**config.mk**
```make
export PLATFORM = sky130hd
export DESIGN_NAME = php_syntax_span_lexer
export DESIGN_NICKNAME = d
export VERILOG_FILES = /design/src/hw/rtl/spl_pkg.sv /design/src/hw/rtl/php_syntax_span_lexer.sv /design/src/hw/rtl/spl_front.sv /design/src/hw/rtl/spl_queue.sv /design/src/hw/rtl/spl_back.sv
export SDC_FILE = /design/constraint.sdc
export NUM_CORES = 1
export LEC_CHECK = 0
export BUFFER_PORTS_ARGS = -buffer_cell sky130_fd_sc_hd__clkbuf_2
export CORE_MARGIN = 2
export CORE_UTILIZATION = 38
export DETAILED_ROUTE_END_ITERATION = 8
export PLACE_DENSITY_LB_ADDON = 0.05
export SYNTH_ARGS = -nofsm -noshare
export SYNTH_HDL_FRONTEND = slang
export SYNTH_SLANG_ARGS = --single-unit
```
**constraint.sdc**
```tcl
create_clock -name clk -period 8.4 [get_ports clk]
set_input_delay 1.26 -clock clk [delete_from_list [all_inputs] [get_ports clk]]
set_output_delay 1.26 -clock clk [all_outputs]
set_load 0.005 [all_outputs]
```
**src/hw/rtl/spl_pkg.sv**
```systemverilog
// Shared types, codes and keyword tables of the PHP span lexer.
package spl_pkg;

    localparam int KW_CHARS = 15;

    localparam logic KIND_SPAN = 1'b0;
    localparam logic KIND_EOL  = 1'b1;

    localparam logic [2:0] ST_COMMENT  = 3'd0;
    localparam logic [2:0] ST_STRING   = 3'd1;
    localparam logic [2:0] ST_VARIABLE = 3'd2;
    localparam logic [2:0] ST_KEYWORD  = 3'd3;
    localparam logic [2:0] ST_TYPE     = 3'd4;
    localparam logic [2:0] ST_FUNCTION = 3'd5;

    localparam logic [1:0] CM_NORMAL  = 2'd0;
    localparam logic [1:0] CM_COMMENT = 2'd1;
    localparam logic [1:0] CM_DQ      = 2'd2;
    localparam logic [1:0] CM_SQ      = 2'd3;

    localparam logic [20:0] CH_NL     = 21'd10;
    localparam logic [20:0] CH_TAB    = 21'd9;
    localparam logic [20:0] CH_SPACE  = 21'd32;
    localparam logic [20:0] CH_DOLLAR = 21'd36;
    localparam logic [20:0] CH_EQ     = 21'd61;
    localparam logic [20:0] CH_LPAR   = 21'd40;
    localparam logic [20:0] CH_RPAR   = 21'd41;
    localparam logic [20:0] CH_STAR   = 21'd42;
    localparam logic [20:0] CH_SLASH  = 21'd47;
    localparam logic [20:0] CH_BSLASH = 21'd92;
    localparam logic [20:0] CH_DQUOTE = 21'd34;
    localparam logic [20:0] CH_SQUOTE = 21'd39;

    typedef struct packed {
        logic        kind;
        logic [15:0] span_start;
        logic [15:0] span_len;
        logic [2:0]  style;
        logic [1:0]  end_state;
        logic        last;
    } rec_t;

    typedef struct packed {
        logic [1:0] n;
        rec_t       r0;
        rec_t       r1;
    } push_t;

    // Character i of the buffer sits at bits [8*i +: 8]; a word literal is
    // right-justified, so its character i sits at position wl-1-i.
    function automatic logic word_eq(logic [KW_CHARS*8-1:0] chars, logic [4:0] n,
                                     logic [KW_CHARS*8-1:0] w, logic [4:0] wl);
        logic ok;
        ok = (n == wl);
        for (int i = 0; i < KW_CHARS; i++) begin
            if (5'(i) < wl) begin
                if (chars[8*i +: 8] != w[8*(int'(wl)-1-i) +: 8]) begin
                    ok = 1'b0;
                end
            end
        end
        return ok;
    endfunction

    function automatic logic is_kw(logic [KW_CHARS*8-1:0] c, logic [4:0] n);
        logic m;
        m = 1'b0;
        m |= word_eq(c, n, {"__halt", "_compiler"}, 5'd15);
        m |= word_eq(c, n, "abstract", 5'd8);
        m |= word_eq(c, n, "and", 5'd3);
        m |= word_eq(c, n, "as", 5'd2);
        m |= word_eq(c, n, "break", 5'd5);
        m |= word_eq(c, n, "callable", 5'd8);
        m |= word_eq(c, n, "case", 5'd4);
        m |= word_eq(c, n, "catch", 5'd5);
        m |= word_eq(c, n, "class", 5'd5);
        m |= word_eq(c, n, "clone", 5'd5);
        m |= word_eq(c, n, "const", 5'd5);
        m |= word_eq(c, n, "continue", 5'd8);
        m |= word_eq(c, n, "declare", 5'd7);
        m |= word_eq(c, n, "default", 5'd7);
        m |= word_eq(c, n, "die", 5'd3);
        m |= word_eq(c, n, "do", 5'd2);
        m |= word_eq(c, n, "echo", 5'd4);
        m |= word_eq(c, n, "else", 5'd4);
        m |= word_eq(c, n, "elseif", 5'd6);
        m |= word_eq(c, n, "empty", 5'd5);
        m |= word_eq(c, n, "enddeclare", 5'd10);
        m |= word_eq(c, n, "endfor", 5'd6);
        m |= word_eq(c, n, "endforeach", 5'd10);
        m |= word_eq(c, n, "endif", 5'd5);
        m |= word_eq(c, n, "endswitch", 5'd9);
        m |= word_eq(c, n, "endwhile", 5'd8);
        m |= word_eq(c, n, "eval", 5'd4);
        m |= word_eq(c, n, "exit", 5'd4);
        m |= word_eq(c, n, "extends", 5'd7);
        m |= word_eq(c, n, "final", 5'd5);
        m |= word_eq(c, n, "for", 5'd3);
        m |= word_eq(c, n, "foreach", 5'd7);
        m |= word_eq(c, n, "function", 5'd8);
        m |= word_eq(c, n, "global", 5'd6);
        m |= word_eq(c, n, "goto", 5'd4);
        m |= word_eq(c, n, "if", 5'd2);
        m |= word_eq(c, n, "implements", 5'd10);
        m |= word_eq(c, n, "include", 5'd7);
        m |= word_eq(c, n, {"include", "_once"}, 5'd12);
        m |= word_eq(c, n, "instanceof", 5'd10);
        m |= word_eq(c, n, "insteadof", 5'd9);
        m |= word_eq(c, n, "interface", 5'd9);
        m |= word_eq(c, n, "isset", 5'd5);
        m |= word_eq(c, n, "list", 5'd4);
        m |= word_eq(c, n, "namespace", 5'd9);
        m |= word_eq(c, n, "new", 5'd3);
        m |= word_eq(c, n, "or", 5'd2);
        m |= word_eq(c, n, "print", 5'd5);
        m |= word_eq(c, n, "private", 5'd7);
        m |= word_eq(c, n, "protected", 5'd9);
        m |= word_eq(c, n, "public", 5'd6);
        m |= word_eq(c, n, "require", 5'd7);
        m |= word_eq(c, n, {"require", "_once"}, 5'd12);
        m |= word_eq(c, n, "return", 5'd6);
        m |= word_eq(c, n, "static", 5'd6);
        m |= word_eq(c, n, "switch", 5'd6);
        m |= word_eq(c, n, "throw", 5'd5);
        m |= word_eq(c, n, "trait", 5'd5);
        m |= word_eq(c, n, "try", 5'd3);
        m |= word_eq(c, n, "use", 5'd3);
        m |= word_eq(c, n, "var", 5'd3);
        m |= word_eq(c, n, "while", 5'd5);
        m |= word_eq(c, n, "xor", 5'd3);
        return m;
    endfunction

    function automatic logic is_ty(logic [KW_CHARS*8-1:0] c, logic [4:0] n);
        logic m;
        m = 1'b0;
        m |= word_eq(c, n, "int", 5'd3);
        m |= word_eq(c, n, "integer", 5'd7);
        m |= word_eq(c, n, "bool", 5'd4);
        m |= word_eq(c, n, "boolean", 5'd7);
        m |= word_eq(c, n, "float", 5'd5);
        m |= word_eq(c, n, "double", 5'd6);
        m |= word_eq(c, n, "real", 5'd4);
        m |= word_eq(c, n, "string", 5'd6);
        m |= word_eq(c, n, "array", 5'd5);
        m |= word_eq(c, n, "object", 5'd6);
        m |= word_eq(c, n, "unset", 5'd5);
        m |= word_eq(c, n, "NULL", 5'd4);
        return m;
    endfunction

endpackage

```
**src/hw/rtl/php_syntax_span_lexer.sv**
```systemverilog
// Top level of the PHP colour-span lexer: front end, result queue, back end.
// Path: the result words of a character are written to the queue when the character is
// taken and reach the output through the output register; a newline's second word follows.
// Throughput: one character per cycle while the queue has room for two words; output
// drains one word per cycle while out_ready is high, so newlines can briefly hold off input.
// Reset: rst_n clears the lexer state, the queue pointers and the output valid
// at once; no clearing pass is needed and the block takes a character next cycle.
module php_syntax_span_lexer #(
    parameter int KEY_CHARS = 32,
    parameter int COL_BITS  = 16
) (
    input  logic        clk,
    input  logic        rst_n,
    input  logic [20:0] ch,
    input  logic        in_valid,
    output logic        in_ready,
    output logic        out_valid,
    input  logic        out_ready,
    output logic        kind,
    output logic [15:0] span_start,
    output logic [15:0] span_len,
    output logic [2:0]  style,
    output logic [1:0]  end_state,
    output logic        last
);
    import spl_pkg::*;

    push_t push;
    logic  room, q_valid, pop;
    rec_t  q_data, out_data;

    // A character is taken only while the queue can absorb the two words
    // a newline may produce, so the front end never has to stall mid-word.
    assign in_ready = room;

    spl_front #(
        .KEY_CHARS(KEY_CHARS),
        .COL_BITS (COL_BITS)
    ) u_front (
        .clk   (clk),
        .rst_n (rst_n),
        .ch    (ch),
        .accept(in_valid && room),
        .push  (push)
    );

    spl_queue u_queue (
        .clk    (clk),
        .rst_n  (rst_n),
        .push   (push),
        .room   (room),
        .q_valid(q_valid),
        .q_data (q_data),
        .pop    (pop)
    );

    spl_back u_back (
        .clk      (clk),
        .rst_n    (rst_n),
        .q_valid  (q_valid),
        .q_data   (q_data),
        .pop      (pop),
        .out_ready(out_ready),
        .out_valid(out_valid),
        .out_data (out_data)
    );

    // Each result word is unpacked onto its own field ports.
    assign kind       = out_data.kind;
    assign span_start = out_data.span_start;
    assign span_len   = out_data.span_len;
    assign style      = out_data.style;
    assign end_state  = out_data.end_state;
    assign last       = out_data.last;

endmodule

```
**src/hw/rtl/spl_front.sv**
```systemverilog
// Front end: accepts characters, runs the lexer state and forms result words.
module spl_front #(
    parameter int KEY_CHARS = 32,
    parameter int COL_BITS  = 16
) (
    input  logic          clk,
    input  logic          rst_n,
    input  logic [20:0]   ch,
    input  logic          accept,
    output spl_pkg::push_t push
);
    import spl_pkg::*;

    localparam int DEPTH = KEY_CHARS - 1;
    localparam int IB    = $clog2(DEPTH);
    localparam int CB    = $clog2(KEY_CHARS + 1);
    localparam logic [COL_BITS-1:0] COL_MAX = {COL_BITS{1'b1}};

    typedef enum logic [3:0] {
        PH_SCAN, PH_SLASH, PH_BLOCK, PH_LINE, PH_DQ, PH_SQ, PH_VAR, PH_IDENT, PH_LOOK
    } phase_t;

    phase_t              phase_reg, phase_next;
    logic [1:0]          cm_reg, cm_next;
    logic                ps_reg, ps_next;
    logic                esc_reg, esc_next;
    logic                td_reg, td_next;
    logic [COL_BITS-1:0] col_reg, col_next;
    logic [COL_BITS-1:0] ts_reg, ts_next;
    logic [COL_BITS-1:0] ie_reg, ie_next;
    logic [CB-1:0]       cnt_reg, cnt_next;
    logic [7:0]          buf_reg [DEPTH];

    logic                wr_en;
    logic [IB-1:0]       wr_idx;
    logic [KW_CHARS*8-1:0] pre;
    logic [4:0]          n5;
    logic                fits, kw, ty;

    function automatic logic [15:0] sat16(logic [COL_BITS-1:0] v);
        logic [32:0] w;
        w = 33'(v);
        return (w > 33'd65535) ? 16'hFFFF : w[15:0];
    endfunction

    function automatic logic alpha(logic [20:0] c);
        return (c >= 21'd97 && c <= 21'd122) || (c >= 21'd65 && c <= 21'd90) ||
               c == 21'd95;
    endfunction

    always_comb
    begin
        for (int i = 0; i < KW_CHARS; i++) begin
            pre[8*i +: 8] = buf_reg[i];
        end
        n5   = (cnt_reg > CB'(KW_CHARS)) ? 5'(KW_CHARS + 1) : 5'(cnt_reg);
        fits = cnt_reg <= CB'(DEPTH);
        kw   = fits && is_kw(pre, n5);
        ty   = fits && is_ty(pre, n5);
    end

    always_comb
    begin
        logic                span_v, do_dec, do_disp, nl, ws, at0;
        logic [2:0]          span_style;
        logic [COL_BITS-1:0] span_end, col1;
        rec_t                sp, eol;

        phase_next = phase_reg;
        cm_next    = cm_reg;
        ps_next    = ps_reg;
        esc_next   = esc_reg;
        td_next    = td_reg;
        col_next   = col_reg;
        ts_next    = ts_reg;
        ie_next    = ie_reg;
        cnt_next   = cnt_reg;
        wr_en      = 1'b0;
        wr_idx     = cnt_reg[IB-1:0];
        span_v     = 1'b0;
        span_style = ST_COMMENT;
        span_end   = col_reg;
        do_dec     = 1'b0;
        do_disp    = 1'b0;
        nl         = (ch == CH_NL);
        ws         = (ch == CH_SPACE) || (ch == CH_TAB);
        at0        = (ts_reg == '0);
        col1       = (col_reg == COL_MAX) ? col_reg : col_reg + 1'b1;

        if (nl) begin
            case (phase_reg)
                PH_BLOCK, PH_LINE:
                begin
                    span_v = 1'b1;
                    span_style = ST_COMMENT;
                end
                PH_DQ, PH_SQ:
                begin
                    span_v = 1'b1;
                    span_style = ST_STRING;
                end
                PH_VAR:
                begin
                    span_v = 1'b1;
                    span_style = ST_VARIABLE;
                end
                PH_IDENT:
                begin
                    ie_next = col_reg;
                    do_dec = 1'b1;
                end
                PH_LOOK: do_dec = 1'b1;
                default: ;
            endcase
        end else begin
            case (phase_reg)
                PH_SLASH:
                begin
                    if (ch == CH_STAR) begin
                        phase_next = PH_BLOCK;
                        cm_next = CM_COMMENT;
                        ps_next = 1'b0;
                    end else if (ch == CH_SLASH) begin
                        phase_next = PH_LINE;
                    end else begin
                        do_disp = 1'b1;
                    end
                end
                PH_BLOCK:
                begin
                    if (ps_reg && ch == CH_SLASH) begin
                        span_v = 1'b1;
                        span_style = ST_COMMENT;
                        span_end = col1;
                        phase_next = PH_SCAN;
                        cm_next = CM_NORMAL;
                        ps_next = 1'b0;
                    end else begin
                        ps_next = (ch == CH_STAR);
                    end
                end
                PH_LINE: ;
                PH_DQ, PH_SQ:
                begin
                    if (esc_reg) begin
                        esc_next = 1'b0;
                    end else if (ch == CH_BSLASH) begin
                        esc_next = 1'b1;
                    end else if ((ch == CH_DQUOTE && phase_reg == PH_DQ) ||
                                 (ch == CH_SQUOTE && phase_reg == PH_SQ)) begin
                        span_v = 1'b1;
                        span_style = ST_STRING;
                        span_end = col1;
                        phase_next = PH_SCAN;
                        cm_next = CM_NORMAL;
                    end
                end
                PH_VAR:
                begin
                    if (!alpha(ch)) begin
                        span_v = 1'b1;
                        span_style = ST_VARIABLE;
                        do_disp = 1'b1;
                    end
                end
                PH_IDENT:
                begin
                    if (alpha(ch) || (ch >= 21'd48 && ch <= 21'd57)) begin
                        wr_en = cnt_reg < CB'(DEPTH);
                        if (cnt_reg < CB'(KEY_CHARS)) begin
                            cnt_next = cnt_reg + 1'b1;
                        end
                    end else begin
                        ie_next = col_reg;
                        phase_next = PH_LOOK;
                        if (!ws) begin
                            do_dec = 1'b1;
                            do_disp = 1'b1;
                        end
                    end
                end
                PH_LOOK:
                begin
                    if (!ws) begin
                        do_dec = 1'b1;
                        do_disp = 1'b1;
                    end
                end
                default: do_disp = 1'b1;
            endcase
        end

        // Identifier classification; the type-declaration flag is updated
        // before the dispatch of the same character can clear it.
        if (do_dec) begin
            span_end = ie_next;
            if (kw) begin
                span_v = 1'b1;
                span_style = ST_KEYWORD;
            end else if (ty) begin
                span_v = 1'b1;
                span_style = ST_TYPE;
                if (ch != CH_RPAR) begin
                    td_next = 1'b1;
                end
            end else begin
                if (at0) begin
                    td_next = 1'b1;
                end
                if (td_next) begin
                    span_v = 1'b1;
                    if (ch == CH_LPAR) begin
                        span_style = ST_FUNCTION;
                    end else if (at0) begin
                        span_style = ST_TYPE;
                    end else begin
                        span_style = ST_VARIABLE;
                    end
                end
            end
        end

        if (do_disp) begin
            phase_next = PH_SCAN;
            if (ch == CH_SLASH) begin
                phase_next = PH_SLASH;
                ts_next = col_reg;
            end else if (ch == CH_DOLLAR) begin
                phase_next = PH_VAR;
                ts_next = col_reg;
            end else if (ch == CH_DQUOTE || ch == CH_SQUOTE) begin
                phase_next = (ch == CH_DQUOTE) ? PH_DQ : PH_SQ;
                cm_next = (ch == CH_DQUOTE) ? CM_DQ : CM_SQ;
                esc_next = 1'b0;
                ts_next = col_reg;
            end else if (ch == CH_EQ) begin
                td_next = 1'b0;
            end else if (alpha(ch)) begin
                phase_next = PH_IDENT;
                ts_next = col_reg;
                wr_en = 1'b1;
                wr_idx = '0;
                cnt_next = CB'(1);
            end
        end

        if (nl) begin
            if (phase_reg != PH_BLOCK && phase_reg != PH_DQ && phase_reg != PH_SQ) begin
                phase_next = PH_SCAN;
            end
            ps_next  = 1'b0;
            esc_next = 1'b0;
            td_next  = 1'b0;
            ts_next  = '0;
            col_next = '0;
        end else begin
            col_next = col1;
        end

        sp.kind       = KIND_SPAN;
        sp.span_start = sat16(ts_reg);
        sp.span_len   = sat16((span_end >= ts_reg) ? span_end - ts_reg : '0);
        sp.style      = span_style;
        sp.end_state  = CM_NORMAL;
        sp.last       = !nl;
        eol.kind       = KIND_EOL;
        eol.span_start = '0;
        eol.span_len   = '0;
        eol.style      = ST_COMMENT;
        eol.end_state  = cm_reg;
        eol.last       = 1'b1;

        push.r1 = eol;
        if (nl) begin
            push.n  = span_v ? 2'd2 : 2'd1;
            push.r0 = span_v ? sp : eol;
        end else begin
            push.n  = span_v ? 2'd1 : 2'd0;
            push.r0 = sp;
        end
        if (!accept) begin
            push.n = 2'd0;
        end
    end

    always_ff @(posedge clk or negedge rst_n)
    begin
        if (!rst_n) begin
            phase_reg <= PH_SCAN;
            cm_reg    <= CM_NORMAL;
            ps_reg    <= 1'b0;
            esc_reg   <= 1'b0;
            td_reg    <= 1'b0;
            col_reg   <= '0;
            ts_reg    <= '0;
            ie_reg    <= '0;
            cnt_reg   <= '0;
        end else if (accept) begin
            phase_reg <= phase_next;
            cm_reg    <= cm_next;
            ps_reg    <= ps_next;
            esc_reg   <= esc_next;
            td_reg    <= td_next;
            col_reg   <= col_next;
            ts_reg    <= ts_next;
            ie_reg    <= ie_next;
            cnt_reg   <= cnt_next;
        end
    end

    always_ff @(posedge clk)
    begin
        if (accept && wr_en) begin
            buf_reg[wr_idx] <= ch[7:0];
        end
    end

endmodule

```
**src/hw/rtl/spl_queue.sv**
```systemverilog
// Four-entry result queue: up to two words in, one word out per cycle.
module spl_queue (
    input  logic           clk,
    input  logic           rst_n,
    input  spl_pkg::push_t push,
    output logic           room,
    output logic           q_valid,
    output spl_pkg::rec_t  q_data,
    input  logic           pop
);
    import spl_pkg::*;

    rec_t       mem_reg [4];
    logic [1:0] rd_reg, wr_reg;
    logic [2:0] cnt_reg, cnt_next;

    assign room    = cnt_reg <= 3'd2;
    assign q_valid = cnt_reg != 3'd0;
    assign q_data  = mem_reg[rd_reg];

    always_comb
    begin
        cnt_next = cnt_reg + 3'(push.n) - 3'(pop);
    end

    always_ff @(posedge clk or negedge rst_n)
    begin
        if (!rst_n) begin
            rd_reg  <= '0;
            wr_reg  <= '0;
            cnt_reg <= '0;
        end else begin
            rd_reg  <= rd_reg + 2'(pop);
            wr_reg  <= wr_reg + push.n;
            cnt_reg <= cnt_next;
        end
    end

    always_ff @(posedge clk)
    begin
        if (push.n != 2'd0) begin
            mem_reg[wr_reg] <= push.r0;
        end
        if (push.n == 2'd2) begin
            mem_reg[wr_reg + 2'd1] <= push.r1;
        end
    end

endmodule

```
**src/hw/rtl/spl_back.sv**
```systemverilog
// Back end: output register that presents one result word to the consumer.
module spl_back (
    input  logic          clk,
    input  logic          rst_n,
    input  logic          q_valid,
    input  spl_pkg::rec_t q_data,
    output logic          pop,
    input  logic          out_ready,
    output logic          out_valid,
    output spl_pkg::rec_t out_data
);
    import spl_pkg::*;

    logic ov_reg;
    rec_t od_reg;

    assign pop       = q_valid && (!ov_reg || out_ready);
    assign out_valid = ov_reg;
    assign out_data  = od_reg;

    always_ff @(posedge clk or negedge rst_n)
    begin
        if (!rst_n) begin
            ov_reg <= 1'b0;
        end else if (!ov_reg || out_ready) begin
            ov_reg <= q_valid;
        end
    end

    always_ff @(posedge clk)
    begin
        if (pop) begin
            od_reg <= q_data;
        end
    end

endmodule

```
==> summary.md <==
| Metric | Value |
|---|---|
| Outcome | finished clean |
| Max rail drop VDD | 159.9 µV |
| Reg area | 9757 µm² |
| # fillers | 4,978 |
| Critical Path Fanout Max | 32 |
| Vias per Instance | 6.348 |
| Clock skew | 0.03266 ns |
| Area leader, netlist | edfxtp_1 |
| Vias in the first global route | 15,901 |
| Max Clk Rate | 144.2 MHz |
| # rows | 83 |
| Vias | 16,511 |
| Postcts setup bufs | 0 |
| Post-cts resize count | 0 |
| Multi-input logic area | 9429 µm² |
| Min-Delay Endpoint | u_queue.mem_reg[2][21] |
| Buffer and inverter count on the worst path | 1 |
| Async SR Flop Fraction | 0.1839 |
| Fin crit share | 0.8258 |
| Static Leak | 7.671 nW |
| CTS buffer count | 43 |
| Max-slew violation count | 0 |
| Fin crit period | 6.937 ns |
| Worst-Skew Late Latency | 0.58 ns |
| # DRC | 0 |
| Total GRT Usage | 0.2741 |
| CTS Hold Bufs | 0 |
| DRT iter0 DRCs | 1,760 |
| CTS sink cnt | 386 |
| Max FFs per register | 156 |
| Mapped Avg Cell Area | 10.68 µm² |
| Max clock buf depth | 3 |
| DP HPWL | 53,090 µm |
| Reg2reg end | u_queue.mem_reg[0][14] |
| Port Buffer Count | 65 |
| Critical Path Source Type | flop |
| Die height | 232.4 µm |
| DR WL/cell | 28.49 µm |
| Synth Flop Type | edfxtp_1 |
| Final Total Pwr | 4.947 mW |
| Root Driver | clkbuf_16 |
| Crit path cell chain | and2_1 -> nand4_1 -> nor3_1 -> o41ai_1 -> o2111ai_1 -> nor4_1 -> nand2_1 -> o21ai_0 -> o21a_1 -> ha_1 -> a21oi_1 -> nand2_1 -> nor3b_4 -> buf_4 -> a32o_1 |
| Die area | 54,010 µm² |
| Max-Cap Viols | 0 |
| CP max stage cell | nor4_1 |
| Most frequent cells in the layout | 167 x edfxtp_1, 156 x nand2_1, 148 x dfxtp_1, 130 x a22o_1, 110 x nor2_1 |
| Setup Crit Path Kind | flop to flop |
| Crit-path leading delay family | simple AND/OR/NAND/NOR gates |
| Critical Path Sink Type | flop |
| Initial Utilization | 0.3856 |
| Reg2reg setup slack | 1.46 ns |
| Least-Margin Pin Slew | 1.241 ns |
| Fin nets | 1,934 |
| Max transition margin | 0.1611 |
| TNS Setup | 0 ns |
| Worst Path Required | 8.89 ns |
| HP Start | u_queue.mem_reg[2][21] |
| ANT nets after route | 0 |
| # setup viols final | 0 |
| CTS tree | built |
| Largest net degree at the start of global routing | 72 |
| Synthesized cell area | 19,820 µm² |
| Initial antenna violation count | 2 |
| Leading cell type in the layout, fill and taps excluded | edfxtp_1 |
| Synth warn | 0 |
| Final wirelength | 74,120 µm |
| First-pass GRT wire length | 109,900 µm |
| Most Frequent Cell on Critical Path | nand2_1 |
| Hold Path Depth | 2 |
| Area share of the largest cell type after synthesis | 0.2530 |
| Number of synthesized flops with an enable pin | 167 |
| CP arrival | 7.43 ns |
| Sequential fraction of the synthesis area | 0.4921 |
| Worst Reg-to-Reg Cells | 15 |
| Synth area leaders | edfxtp_1 25%, dfxtp_1 15%, dfrtp_1 9.0% |
| GPL Wtd Cong | 1.029 |
| Worst R2R Start | u_front.buf_reg[1][3] |
| Share of cells above drive strength 1 | 0.1433 |
| Slowest Stage Delay on Critical Path | 0.93 ns |
| Top Ports | 66 |
| #FFs+latches synth | 386 |
| Die boundary width | 232.4 µm |
| Util after Layout | 0.4320 |
| Layout area overhead | 12.03% |
| Yosys cell types | 96 |
| Max H-tree Level | 2 |
| Syn_nets | 1,906 |
| Unrepaired setup endpoints after global routing | no |
| Final-report hold violation count | 0 |
| Pwr Density | 222.8 nW/µm² |
| CTS clk-pin slew, worst paths | 0.06 ns |
| TritonRoute pass-1 iters | 6 |
| Global route total overflow | 0 |
| Cells after Synth | 1,856 |
| Core area | 51,410 µm² |
| Hold Crit Class | flop to flop |
-- where the power goes --
group,leakage [nW],switching (mW),internal (mW)
Sequential,3.70,0.0839,2.05
Combinational,3.29,0.628,0.351
Clock,0.675,0.768,1.06
Total,7.67,1.48,3.47
-- cell type report --
class | instances | share of cell area
Tap cell | 680 | 0.03831
Clock inverter | 24 | 0.008959
Antenna cell | 2 | 0.0002254
Multi-Input combinational cell | 1306 | 0.4246
Inverter | 44 | 0.007437
Sequential cell | 386 | 0.4394
Timing Repair Buffer | 103 | 0.02761
Clock buffer | 56 | 0.05347
-- layer usage --
layer,share of wire,GRT usage,vias up
met5,0,0,-
met4,0.027,0.08413,0
met3,0.077,0.05233,130
met2,0.41,0.3830,750
met1,0.48,0.4223,8306
li1,-,-,7325
-- cell families (layout without fill, tap and decap cells) --
group	Yosys count	count (layout)	synth area share
buffers and inverters	164	227	0.03484
adder cells (fa/ha/maj)	25	25	0.01654
multiplexers	57	57	0.05448
XOR/XNOR	27	27	0.01193
flip-flops	386	386	0.4921
other	0	2	0
AO/OA/AOI/OAI	395	395	0.1498
AND/OR/NAND/NOR	802	802	0.2403
-- worst register-to-register path: stages (launching register included) --
cell       delay, ns
edfxtp_1        0.65
and2_1          0.36
nand4_1         0.64
nor3_1          0.23
o41ai_1         0.60
o2111ai_1       0.19
nor4_1          0.93
nand2_1         0.10
o21ai_0         0.45
o21a_1          0.22
ha_1            0.33
a21oi_1         0.86
nand2_1         0.33
nor3b_4         0.24
buf_4           0.45
a32o_1          0.26
-- metrics by stage --
step	hold slack (ns)	worst slack, ns	instance area [µm²]	instances
3_5_place_dp	0.4390	1.444	20820	2519
3_3_place_gp	0.4315	1.616	20820	2519
2_1_floorplan	0.4198	2.050	19820	1856
5_1_grt	0.4743	1.251	22200	2599
6_report	0.4469	1.463	22210	2601
4_1_cts	0.4469	1.752	22200	2599
-- synthesized netlist by cell type (16+ instances only) --
library cell	instances
a21oi_1	46
inv_1	44
nor4_1	64
mux2_2	17
buf_2	25
nor4bb_1	35
dfrtp_1	71
a22o_1	130
ha_1	23
and3_1	18
nor3_1	45
a32o_1	16
nand2_1	156
nor2b_1	35
nand4_1	95
and2_1	24
o21ai_0	51
clkbuf_1	78
edfxtp_1	167
nand2b_1	21
nand3_1	69
xnor2_1	18
mux4_2	39
dfxtp_1	148
nor2_1	110
a31oi_1	16
-- worst max path at each step --
stage | end | slack, ns | from | cells past startpoint
after global placement | u_queue.mem_reg[0][9] | 1.62 | ch[1] | 21
after detailed placement | u_queue.mem_reg[0][9] | 1.44 | ch[1] | 21
after global routing | u_queue.mem_reg[0][21] | 1.25 | u_front.buf_reg[0][4] | 16
final | u_queue.mem_reg[0][14] | 1.46 | u_front.buf_reg[1][3] | 15
after CTS | u_queue.mem_reg[0][14] | 1.75 | u_front.buf_reg[1][3] | 15
after floorplan | u_queue.mem_reg[2][13] | 2.05 | ch[13] | 24
Note: power is estimated with default switching activity, not from simulation.
